$ cat config.mk
export PLATFORM = sky130hd
export DESIGN_NAME = quarter_cycle_pq_power_filter
export DESIGN_NICKNAME = d
export VERILOG_FILES = /design/src/rtl/qcpq_pkg.sv /design/src/rtl/quarter_cycle_pq_power_filter.sv
export SDC_FILE = /design/constraint.sdc
export NUM_CORES = 2
export LEC_CHECK = 0
export BUFFER_PORTS_ARGS = -buffer_cell sky130_fd_sc_hd__buf_2
export CAP_MARGIN = 15
export CORE_ASPECT_RATIO = 0.8
export CORE_MARGIN = 5
export CORE_UTILIZATION = 30
export CTS_BUF_LIST = sky130_fd_sc_hd__clkbuf_8
export DETAILED_ROUTE_END_ITERATION = 8
export PLACE_DENSITY_LB_ADDON = 0.1
export SKIP_LAST_GASP = 1
export SYNTH_ARGS = -nofsm -noshare
export SYNTH_HDL_FRONTEND = slang
export SYNTH_SLANG_ARGS = --single-unit
export TNS_END_PERCENT = 20
$ cat constraint.sdc
create_clock -name clk -period 13.2 [get_ports clk]
set_input_delay 2.64 -clock clk [delete_from_list [all_inputs] [get_ports clk]]
set_output_delay 2.64 -clock clk [all_outputs]
set_load 0.01 [all_outputs]
$ cat src/rtl/qcpq_pkg.sv
// Shared types, constants and helper functions for the quarter-cycle P/Q filter.
`timescale 1ns / 1ps

package qcpq_pkg;

  localparam int DEPTH     = 64;
  localparam int PTR_W     = $clog2(DEPTH);
  localparam int CNT_W     = $clog2(DEPTH + 1);
  localparam int DELAY_W   = 7;
  localparam int FRAC_BITS = 15;

  // Reciprocal of 100 scaled by 2^RECIP_SHIFT, rounded up; exact for |x| <= 2^30.
  localparam int RECIP_SHIFT = 37;
  localparam logic signed [31:0] RECIP_100 = 32'sd1374389535;

  localparam logic [6:0]         QDELAY_RST   = 7'd1;
  localparam logic [7:0]         RATE_RST     = 8'd200;
  localparam logic signed [15:0] GAIN_IN_RST  = 16'sd3277;
  localparam logic signed [15:0] GAIN_OUT_RST = 16'sd29491;

  typedef enum logic [1:0] {
    REG_QUARTER_DELAY = 2'd0,
    REG_SAMPLE_RATE   = 2'd1,
    REG_GAIN_IN       = 2'd2,
    REG_GAIN_OUT      = 2'd3
  } reg_index_t;

  typedef enum logic [3:0] {
    ST_IDLE,
    ST_DIV,
    ST_PROD_P,
    ST_PROD_Q,
    ST_SCALE_P,
    ST_SCALE_Q,
    ST_FILT_P0,
    ST_FILT_P1,
    ST_FILT_Q0,
    ST_FILT_Q1,
    ST_FIN
  } state_t;

  // Round half up at the gain binary point, then clamp to signed 32 bits.
  function automatic logic signed [31:0] round_sat(input logic signed [63:0] sum);
    logic signed [63:0] t;
    logic signed [31:0] r;
    t = (sum + (64'sd1 <<< (FRAC_BITS - 1))) >>> FRAC_BITS;
    if (t > 64'sh0000_0000_7FFF_FFFF) begin
      r = 32'sh7FFF_FFFF;
    end else if (t < -64'sh0000_0000_8000_0000) begin
      r = 32'sh8000_0000;
    end else begin
      r = t[31:0];
    end
    return r;
  endfunction

  // Finish a divide by 100: take the scaled magnitude and restore the sign.
  function automatic logic signed [31:0] div100_finish(input logic neg,
                                                       input logic signed [63:0] prod);
    logic signed [31:0] mag;
    mag = {5'b0, prod[63:RECIP_SHIFT]};
    return neg ? -mag : mag;
  endfunction

  function automatic logic signed [31:0] abs32(input logic signed [31:0] x);
    return x[31] ? -x : x;
  endfunction

endpackage

$ cat src/rtl/quarter_cycle_pq_power_filter.sv
// Quarter-cycle delay P/Q power estimator with first-order output smoothing.
`timescale 1ns / 1ps

// Each input beat carries one voltage and one current sample. Active power is
// voltage*current and reactive power is the voltage from a quarter period back
// times current; both pass a first-order IIR filter with Q1.15 gains and come
// out saturated to signed 32 bits, one output beat per input beat. Plain mode
// (tuser 0) takes the delay from quarter_delay; droop mode (tuser 1) derives it
// as ceil(sample_rate / (4 * line_freq)) and scales both products by 1/100.
// Until the delayed sample has been stored, or while the delay is zero, the quadrature voltage reads as -1.
// All products go through one 32x32 multiplier under a small sequencer, and the
// droop delay comes from a 7-step restoring divider. A new input beat is accepted
// only once the previous item is done, and an item can wait in ST_FIN on
// m_axis_tready while a previous result is still unread.
module quarter_cycle_pq_power_filter
  import qcpq_pkg::*;
(
  input  logic        clk,
  input  logic        rst,
  input  logic        s_axis_tvalid,
  output logic        s_axis_tready,
  input  logic [39:0] s_axis_tdata,   // voltage[15:0], current[31:16], line_freq[39:32]
  input  logic        s_axis_tuser,   // op
  output logic        m_axis_tvalid,
  input  logic        m_axis_tready,
  output logic [63:0] m_axis_tdata,   // p_filt[31:0], q_filt[63:32]
  input  logic        cfg_we,
  input  logic [1:0]  cfg_index,
  input  logic [15:0] cfg_wdata
);

  state_t state, state_next;

  // configuration
  logic [6:0]         quarter_delay;
  logic [7:0]         sample_rate;
  logic signed [15:0] gain_in;
  logic signed [15:0] gain_out;

  // persistent filter and ring state
  logic [15:0]        mem [DEPTH];
  logic [PTR_W-1:0]   wp;
  logic [CNT_W-1:0]   stored;
  logic signed [31:0] filt_act;
  logic signed [31:0] filt_react;

  // per-item working registers
  logic               droop;
  logic signed [15:0] volt;
  logic signed [15:0] curr;
  logic [7:0]         freq;
  logic [9:0]         rem;
  logic [DELAY_W-1:0] quo;        // divider quotient, then the delay itself
  logic [2:0]         div_cnt;
  logic               qv_ok;
  logic [15:0]        rd_data;
  logic signed [31:0] p_val;
  logic signed [31:0] q_val;
  logic signed [63:0] prod;
  logic signed [63:0] acc;

  logic               accept;
  logic               fin_go;
  logic [10:0]        div_num;
  logic [9:0]         den;
  logic [10:0]        trial;
  logic               trial_ge;
  logic [PTR_W-1:0]   rd_idx;
  logic signed [31:0] qv;
  logic signed [31:0] mul_a;
  logic signed [31:0] mul_b;
  logic signed [31:0] react_new;

  assign s_axis_tready = (state == ST_IDLE);
  assign accept        = s_axis_tvalid && s_axis_tready;
  assign fin_go        = !m_axis_tvalid || m_axis_tready;

  assign div_num  = {3'b0, sample_rate} + {1'b0, s_axis_tdata[39:32], 2'b00} - 11'd1;
  assign den      = {freq, 2'b00};
  assign trial    = {rem, quo[DELAY_W-1]};
  assign trial_ge = (trial >= {1'b0, den});
  assign rd_idx   = wp - quo[PTR_W-1:0];
  assign qv       = qv_ok ? 32'(signed'(rd_data)) : -32'sd1;
  assign react_new = round_sat(acc + prod);

  // shared multiplier operand select
  always_comb begin
    mul_a = '0;
    mul_b = '0;
    case (state)
      ST_PROD_P: begin
        mul_a = 32'(volt);
        mul_b = 32'(curr);
      end
      ST_PROD_Q: begin
        mul_a = qv;
        mul_b = 32'(curr);
      end
      ST_SCALE_P: begin
        mul_a = abs32(p_val);
        mul_b = RECIP_100;
      end
      ST_SCALE_Q: begin
        mul_a = abs32(q_val);
        mul_b = RECIP_100;
      end
      ST_FILT_P0: begin
        mul_a = 32'(gain_in);
        mul_b = p_val;
      end
      ST_FILT_P1: begin
        mul_a = 32'(gain_out);
        mul_b = filt_act;
      end
      ST_FILT_Q0: begin
        mul_a = 32'(gain_in);
        mul_b = q_val;
      end
      // hold the last filter product while the result waits in ST_FIN
      ST_FILT_Q1, ST_FIN: begin
        mul_a = 32'(gain_out);
        mul_b = filt_react;
      end
      default: begin
        mul_a = '0;
        mul_b = '0;
      end
    endcase
  end

  always_ff @(posedge clk) begin
    if (rst) begin
      state <= ST_IDLE;
    end else begin
      state <= state_next;
    end
  end

  always_comb begin
    state_next = state;
    case (state)
      ST_IDLE: begin
        if (accept) begin
          if (s_axis_tuser && (s_axis_tdata[39:32] != 8'd0)) begin
            state_next = ST_DIV;
          end else begin
            state_next = ST_PROD_P;
          end
        end
      end
      ST_DIV: begin
        if (div_cnt == 3'(DELAY_W - 1)) begin
          state_next = ST_PROD_P;
        end
      end
      ST_PROD_P:  state_next = ST_PROD_Q;
      ST_PROD_Q:  state_next = droop ? ST_SCALE_P : ST_FILT_P0;
      ST_SCALE_P: state_next = ST_SCALE_Q;
      ST_SCALE_Q: state_next = ST_FILT_P0;
      ST_FILT_P0: state_next = ST_FILT_P1;
      ST_FILT_P1: state_next = ST_FILT_Q0;
      ST_FILT_Q0: state_next = ST_FILT_Q1;
      ST_FILT_Q1: state_next = ST_FIN;
      ST_FIN: begin
        if (fin_go) begin
          state_next = ST_IDLE;
        end
      end
      default: state_next = ST_IDLE;
    endcase
  end

  // configuration registers
  always_ff @(posedge clk) begin
    if (rst) begin
      quarter_delay <= QDELAY_RST;
      sample_rate   <= RATE_RST;
      gain_in       <= GAIN_IN_RST;
      gain_out      <= GAIN_OUT_RST;
    end else if (cfg_we) begin
      case (reg_index_t'(cfg_index))
        REG_QUARTER_DELAY: quarter_delay <= cfg_wdata[6:0];
        REG_SAMPLE_RATE:   sample_rate   <= cfg_wdata[7:0];
        REG_GAIN_IN:       gain_in       <= signed'(cfg_wdata);
        REG_GAIN_OUT:      gain_out      <= signed'(cfg_wdata);
        default: ;
      endcase
    end
  end

  // sample ring: registered read, write at the end of each item
  always_ff @(posedge clk) begin
    rd_data <= mem[rd_idx];
    if (state == ST_FIN && fin_go) begin
      mem[wp] <= volt;
    end
  end

  // control state: ring pointers, filter state, output beat
  always_ff @(posedge clk) begin
    if (rst) begin
      wp            <= '0;
      stored        <= '0;
      filt_act      <= '0;
      filt_react    <= '0;
      m_axis_tvalid <= 1'b0;
    end else begin
      if (state == ST_FIN && fin_go) begin
        m_axis_tvalid <= 1'b1;
      end else if (m_axis_tvalid && m_axis_tready) begin
        m_axis_tvalid <= 1'b0;
      end
      if (state == ST_FILT_Q0) begin
        filt_act <= round_sat(acc + prod);
      end
      if (state == ST_FIN && fin_go) begin
        filt_react    <= react_new;
        wp            <= wp + 1'b1;
        if (stored != CNT_W'(DEPTH)) begin
          stored <= stored + 1'b1;
        end
      end
    end
  end

  // per-item datapath
  always_ff @(posedge clk) begin
    prod <= mul_a * mul_b;
    case (state)
      ST_IDLE: begin
        if (accept) begin
          droop   <= s_axis_tuser;
          volt    <= signed'(s_axis_tdata[15:0]);
          curr    <= signed'(s_axis_tdata[31:16]);
          freq    <= s_axis_tdata[39:32];
          div_cnt <= '0;
          rem     <= {6'b0, div_num[10:7]};
          if (s_axis_tuser) begin
            // zero frequency leaves the delay at zero
            quo <= (s_axis_tdata[39:32] != 8'd0) ? div_num[6:0] : '0;
          end else begin
            quo <= quarter_delay;
          end
        end
      end
      ST_DIV: begin
        rem     <= trial_ge ? 10'(trial - {1'b0, den}) : trial[9:0];
        quo     <= {quo[DELAY_W-2:0], trial_ge};
        div_cnt <= div_cnt + 1'b1;
      end
      ST_PROD_P: begin
        qv_ok <= (quo != '0) && (quo <= stored);
      end
      ST_PROD_Q: begin
        p_val <= prod[31:0];
      end
      ST_SCALE_P: begin
        q_val <= prod[31:0];
      end
      ST_SCALE_Q: begin
        p_val <= div100_finish(p_val[31], prod);
      end
      ST_FILT_P0: begin
        q_val <= droop ? div100_finish(q_val[31], prod) : prod[31:0];
      end
      ST_FILT_P1: begin
        acc <= prod;
      end
      ST_FILT_Q1: begin
        acc <= prod;
      end
      ST_FIN: begin
        if (fin_go) begin
          m_axis_tdata <= {react_new, filt_act};
        end
      end
      default: ;
    endcase
  end

endmodule
# ---- Yosys cells after proc, flatten, opt, wreduce, memory -nomap -nowiden
# Memory sizes are Yosys's and may differ from the RTL's. A register that Yosys moved wholly into a read port is not among the register bits.
# Index checks and enable logic that the tools add are counted.
dict set report word_totals {
  ff_bits 447
  ram_bits 1024
  input_bits 64
  out_inout_bits 66
  wordCells 120
  n_memories 1
}
dict set report op_classes {
  add_sub_neg 12
  multipliers 1
  n_lt_le_gt_ge 4
  eq_ne 18
  n_mux 31
  n_reduce_logical 30
}
# memory words word_bits read_ports rd_clocked_by_memory_dff write_ports line_no
set memory_table {}
lappend memory_table {mem 64 16 1 1 1 quarter_cycle_pq_power_filter.sv:41} ;# logic [15:0] mem [DEPTH];
# op count
set ops {}
lappend ops {{32-bit one-hot mux with 6 select lines} 2}
lappend ops {{32-bit 2-to-1 mux} 8}
lappend ops {{32-bit one-hot mux with 2 select lines} 2}
lappend ops {{64-bit by 16-bit adder with 64-bit output (second input constant)} 1}
lappend ops {{64-bit adder} 1}
lappend ops {{32-bit by 32-bit multiplier with 64-bit output} 1}
lappend ops {{32-bit negator} 2}
lappend ops {{49-bit by 32-bit > comparator with 1-bit output (second input constant)} 1}
lappend ops {{49-bit by 32-bit less-than comparator with 1-bit output (second input constant)} 1}
lappend ops {{4-bit one-hot mux with 11 select lines} 1}
lappend ops {{27-bit negator with 32-bit output} 1}
lappend ops {{7-bit 2-to-1 mux} 3}
lappend ops {{10-bit 2-to-1 mux} 2}
lappend ops {{10-bit one-hot mux with 2 select lines} 1}
lappend ops {{4-bit by 3-bit == test with 1-bit output (second input constant)} 4}
lappend ops {{2-bit AND reduction} 8}
lappend ops {{7-bit one-hot mux with 2 select lines} 1}
lappend ops {{4-bit == test (second input constant)} 3}
lappend ops {{4-bit 2-to-1 mux} 3}
lappend ops {{8-bit by 10-bit adder with 11-bit output} 1}
lappend ops {{11-bit by 10-bit greater-or-equal comparator with 1-bit output} 1}
lappend ops {{11-bit by 1-bit subtractor with 11-bit output (second input constant)} 1}
lappend ops {{2-bit OR reduction} 5}
lappend ops {{10-bit subtractor} 1}
lappend ops {{other kinds (27)} 41}

# ---- Longest topological paths before layout
dict set report depth {
  ltp_word 6
  depth_mapped 42
  ltp_nobuf 40
}

# ---- Least setup slack after synthesis
# Ideal clock, no wire load.
dict set report synth_path {
  path_type {register to register}
  startpoint {reg state[3]}
  endpoint {reg prod[61]}
  setup_ps 127
  arrival_ps 10796
  slack_ps 2277
  stages_incl_launch_ff 40
  cell_sequence {dfxtp_1 clkbuf_1 inv_1 nand2_1 nor2_1 and2_1 clkbuf_1 or2_2 clkbuf_1 a221o_1 a21oi_1 clkbuf_1 o221ai_1 clkbuf_1 nand2_1 fa_1 fa_1 inv_1 (+4 left out) inv_1 fa_1 inv_1 fa_1 fa_1 inv_1 ha_1 clkbuf_1 a21o_1 a21o_1 a21o_1 a21o_1 a21oi_1 o21ai_0 a21o_1 a21oi_1 o21ai_0 xor2_1}
}
dict set report synth_between {
  elab_chain_cells 4
  elab_cells_between_ends 17
}
# item line_no
set synth_rtl {}
lappend synth_rtl {{start: declaration} quarter_cycle_pq_power_filter.sv:32} ;# state_t state, state_next;
lappend synth_rtl {{start signal: assignment} quarter_cycle_pq_power_filter.sv:135} ;# state <= state_next;
lappend synth_rtl {{4-bit == test, or another cell as far along} quarter_cycle_pq_power_filter.sv:90} ;# case (state)
lappend synth_rtl {{3-bit OR reduction (no source line) / 2-bit OR reduction (equally long branches)} -}
lappend synth_rtl {{32-bit one-hot mux with 6 select lines} quarter_cycle_pq_power_filter.sv:90}
lappend synth_rtl {{32-bit by 32-bit multiplier with 64-bit output (*)} quarter_cycle_pq_power_filter.sv:228} ;# prod <= mul_a * mul_b;
lappend synth_rtl {{end signal: assignment} quarter_cycle_pq_power_filter.sv:228}
lappend synth_rtl {{end: declaration} quarter_cycle_pq_power_filter.sv:59} ;# logic signed [63:0] prod;
# Mark *: on every way between the ends. The rest lies on a longest branch, timed or not.
# A chain may end at the register's enable or synchronous reset.

# ---- Worst setup path after layout
dict set report layout_path {
  startpoint {reg state[3]}
  endpoint {reg prod[63]}
}
# Same word-level chain as after synthesis.

==> results by group <==
Die
  • Core area: 331000 um2
  • Std cell rows: 189
  • Ports: 130
  • Die X: 655 um
  • Die area: 344000 um2
  • Die Y: 526 um
  • Starting Density: 30.1%

Clock network
  • PostCTS Resize Cnt: 0
  • CTS sink cnt: 1487
  • Clock Latency Late Sink: 0.93 ns
  • Num CTS Buffers: 268
  • Clk buf depth: 4
  • Clock-pin slew on the worst setup and hold paths: 0.07 ns
  • Hold buffers post-CTS: 0
  • H-tree Lvls: 5
  • CTS tree: built
  • Post-CTS Setup Bufs: 0
  • Root Driver: clkbuf_8

Timing
  • Slew Limit Headroom: 16.0%
  • FMAX: 82.8 MHz
  • Final setup violation count: 0
  • Final hold vios: 0
  • Final min period: 12.08 ns
  • Final setup TNS: 0 ns
  • Tcrit/Tclk final: 91.5%
  • Unrepaired setup endpoints after global routing: false
  • Setup Skew: 0.0832 ns
  • Slew @ Worst Pin: 1.26 ns
  • Final Max Tran Viols: 0

Global routing
  • Initial antenna violation count: 43
  • GRT Total Usage: 21.6%
  • First-pass GRT wire length: 531 mm
  • Gr ovfl total: 0
  • Number of global-route vias before repair: 68300
  • Pin count of the biggest net entering global routing: 118

Critical path
  • CP peak stage delay: 0.98 ns
  • Crit path launch: state[3]
  • Worst Path Class, Setup: reg -> reg
  • Slowest stage cell, crit path: and2_1
  • CP Launch Type: flip-flop
  • RR Startpoint: state[3]
  • Most used cell, CP: fa_1
  • Worst EP arrival: 12.85 ns
  • CP required: 13.97 ns
  • Crit path max fanout: 26
  • Critical Path End Type: flip-flop

Place
  • Gp weighted congestion: 0.954
  • Placed Cells incl. Taps: 12500
  • PortBufs: 129
  • Post-DP HPWL: 275 mm
  • Cell Area, Placed: 107000 um2

Route
  • DRT antenna net count: 0
  • Mean routed wirelength per cell: 28.7 um
  • 1st-iter DRT viols: 5980
  • Total vias in the final route: 65400
  • TritonRoute pass-1 iters: 6
  • Drt drc: 0
  • DRT Wirelength: 374 mm
  • Vias per cell: 5.02

Logic synthesis
  • Mapped Cells: 8165
  • Warning count from the yosys run: 0
  • Synthesized area per cell: 12.2 um2
  • Register area share after synthesis: 42.6%
  • Synth Flop Type: edfxtp_1
  • Register bit total from synthesis: 1487
  • EDFF count, synth: 1278
  • Synth cell types: 82
  • Post-Syn Nets: 9665
  • Area of the mapped netlist: 99800 um2
  • Post-synth ARST share: 0%

Pwr
  • Static Leak: 45.4 nW
  • PwrDens: 228 nW/um2
  • Peak supply drop: 0.206 mV

Finish
  • Final nets: 9919
  • Share of cells above drive strength 1: 13.5%
  • Area delta synth->final: 12.0%
  • Post-route insts no fill: 13000
  • Post-route design area: 112000 um2

Flow run
  • Max-Cap Viols: 0

Min path
  • Worst min-delay path startpoint: prod[33]
  • HP Class: reg -> reg

Status
  • Status: completed
[cells in the final DEF, fill, tap and decap left out, types with 22 or more instances in the layout]
master	count
or3_1	42
o21ai_0	142
clkinv_1	40
a22oi_1	37
nand3_1	40
nor3_1	31
nand4_1	42
a21oi_1	248
nor2_2	39
o31ai_1	23
and2_1	28
inv_1	1420
nand3b_1	22
xnor2_1	92
ha_1	349
buf_4	247
xor2_1	150
nor2b_1	42
a311oi_1	67
clkinv_2	22
edfxtp_1	1278
dfxtp_1	209
a211oi_1	34
buf_2	128
nand2_1	787
o21bai_1	31
a21o_1	100
clkbuf_8	285
o21a_1	22
mux4_2	320
nand2b_1	45
nor2_1	735
mux2i_1	40
fa_1	1085
[sequential cells by signal, indices dropped and copies added (netlist names), 8 cells and up]
register,flops
q_val,32
freq,8
p_val,32
gain_in,16
filt_react,32
filt_act,32
rd_data,16
gain_out,16
curr,16
m_axis_tdata,64
rem,10
acc,64
volt,16
prod,64
mem,1024
sample_rate,8
[synthesized netlist by cell type, types with 42 or more instances]
library cell	count	area share (%)
inv_1	1340	5.0
edfxtp_1	1278	38
fa_1	1086	22
nand2_1	787	3.0
nor2_1	776	2.9
ha_1	350	4.4
clkbuf_1	343	1.3
mux4_2	320	7.2
a21oi_1	251	1.3
dfxtp_1	209	4.2
xor2_1	150	1.3
o21ai_0	146	0.73
a21o_1	100	0.75
xnor2_1	96	0.84
a311oi_1	67	0.59
nand2b_1	45	0.28
or3_1	43	0.27
nand4_1	42	0.26
nor2b_1	42	0.26
[worst paths after layout]
kind	endpoint	slack (ns)	cells after the start
max	prod[63]	1.12	31
min	acc[33]	0.41	0
max reg2reg	prod[63]	1.12	31
min reg2reg	acc[33]	0.41	0
[cell families (layout without fill, tap and decap cells)]
kind of cell / Yosys count / count (layout) / share of synthesized area [%]
other: 0 / 19 / 0
AOI/OAI and AO/OA: 924 / 924 / 6.33
DFF: 1487 / 1487 / 42.6
buffers and inverters: 1740 / 2182 / 6.58
muxes: 360 / 360 / 7.62
and+or+nand+nor: 1972 / 1972 / 8.49
adders and majority gates: 1436 / 1436 / 26.2
xor gates and xnor gates: 246 / 246 / 2.16
[power breakdown]
group          switching [mW]  internal [mW]
Combinational            10.0           5.33
Sequential              0.342           5.62
Clock                    2.00           2.13
[per-layer routing]
metal	vias up	GRT usage, %	part of all wire (%)
li1	28100	-	-
met5	-	0	0.0086
met1	34600	30.9	45
met2	2090	32.6	44
met4	4	9.16	5.3
met3	580	3.21	5.5
[metrics by stage]
stage | setup WS [ns] | util (%) | hold slack, ns | power, mW
3_3_place_gp | 1.51 | 32.2 | 0.441 | 21.4
2_1_floorplan | 2.28 | - | 0.415 | 15.1
6_report | 1.12 | 33.7 | 0.411 | 25.4
5_1_grt | 0.739 | 33.7 | 0.455 | 27.1
3_5_place_dp | 1.45 | 32.2 | 0.432 | 21.4
4_1_cts | 1.43 | 33.7 | 0.441 | 25.7
[worst max-delay path, delay by kind of cell, from the launching register on]
family | cells | cell delay (ns)
DFF | 1 | 0.50
and+or+nand+nor | 10 | 3.08
buffers and inverters | 4 | 0.78
muxes | 1 | 0.24
adders and majority gates | 9 | 4.44
AOI/OAI and AO/OA | 7 | 2.87
[area by class of cell]
cell class	instances	area, um2
sequential	1487	42600
clock buffer	285	3920
antenna	19	47.5
tap	4393	5500
fill	32900	220000
inverter	1341	5040
timing repair buffer	383	2670
clock inverter	173	960
multi-input combinational	4938	51100
No activity file was read; power rests on OpenSTA's default activity.
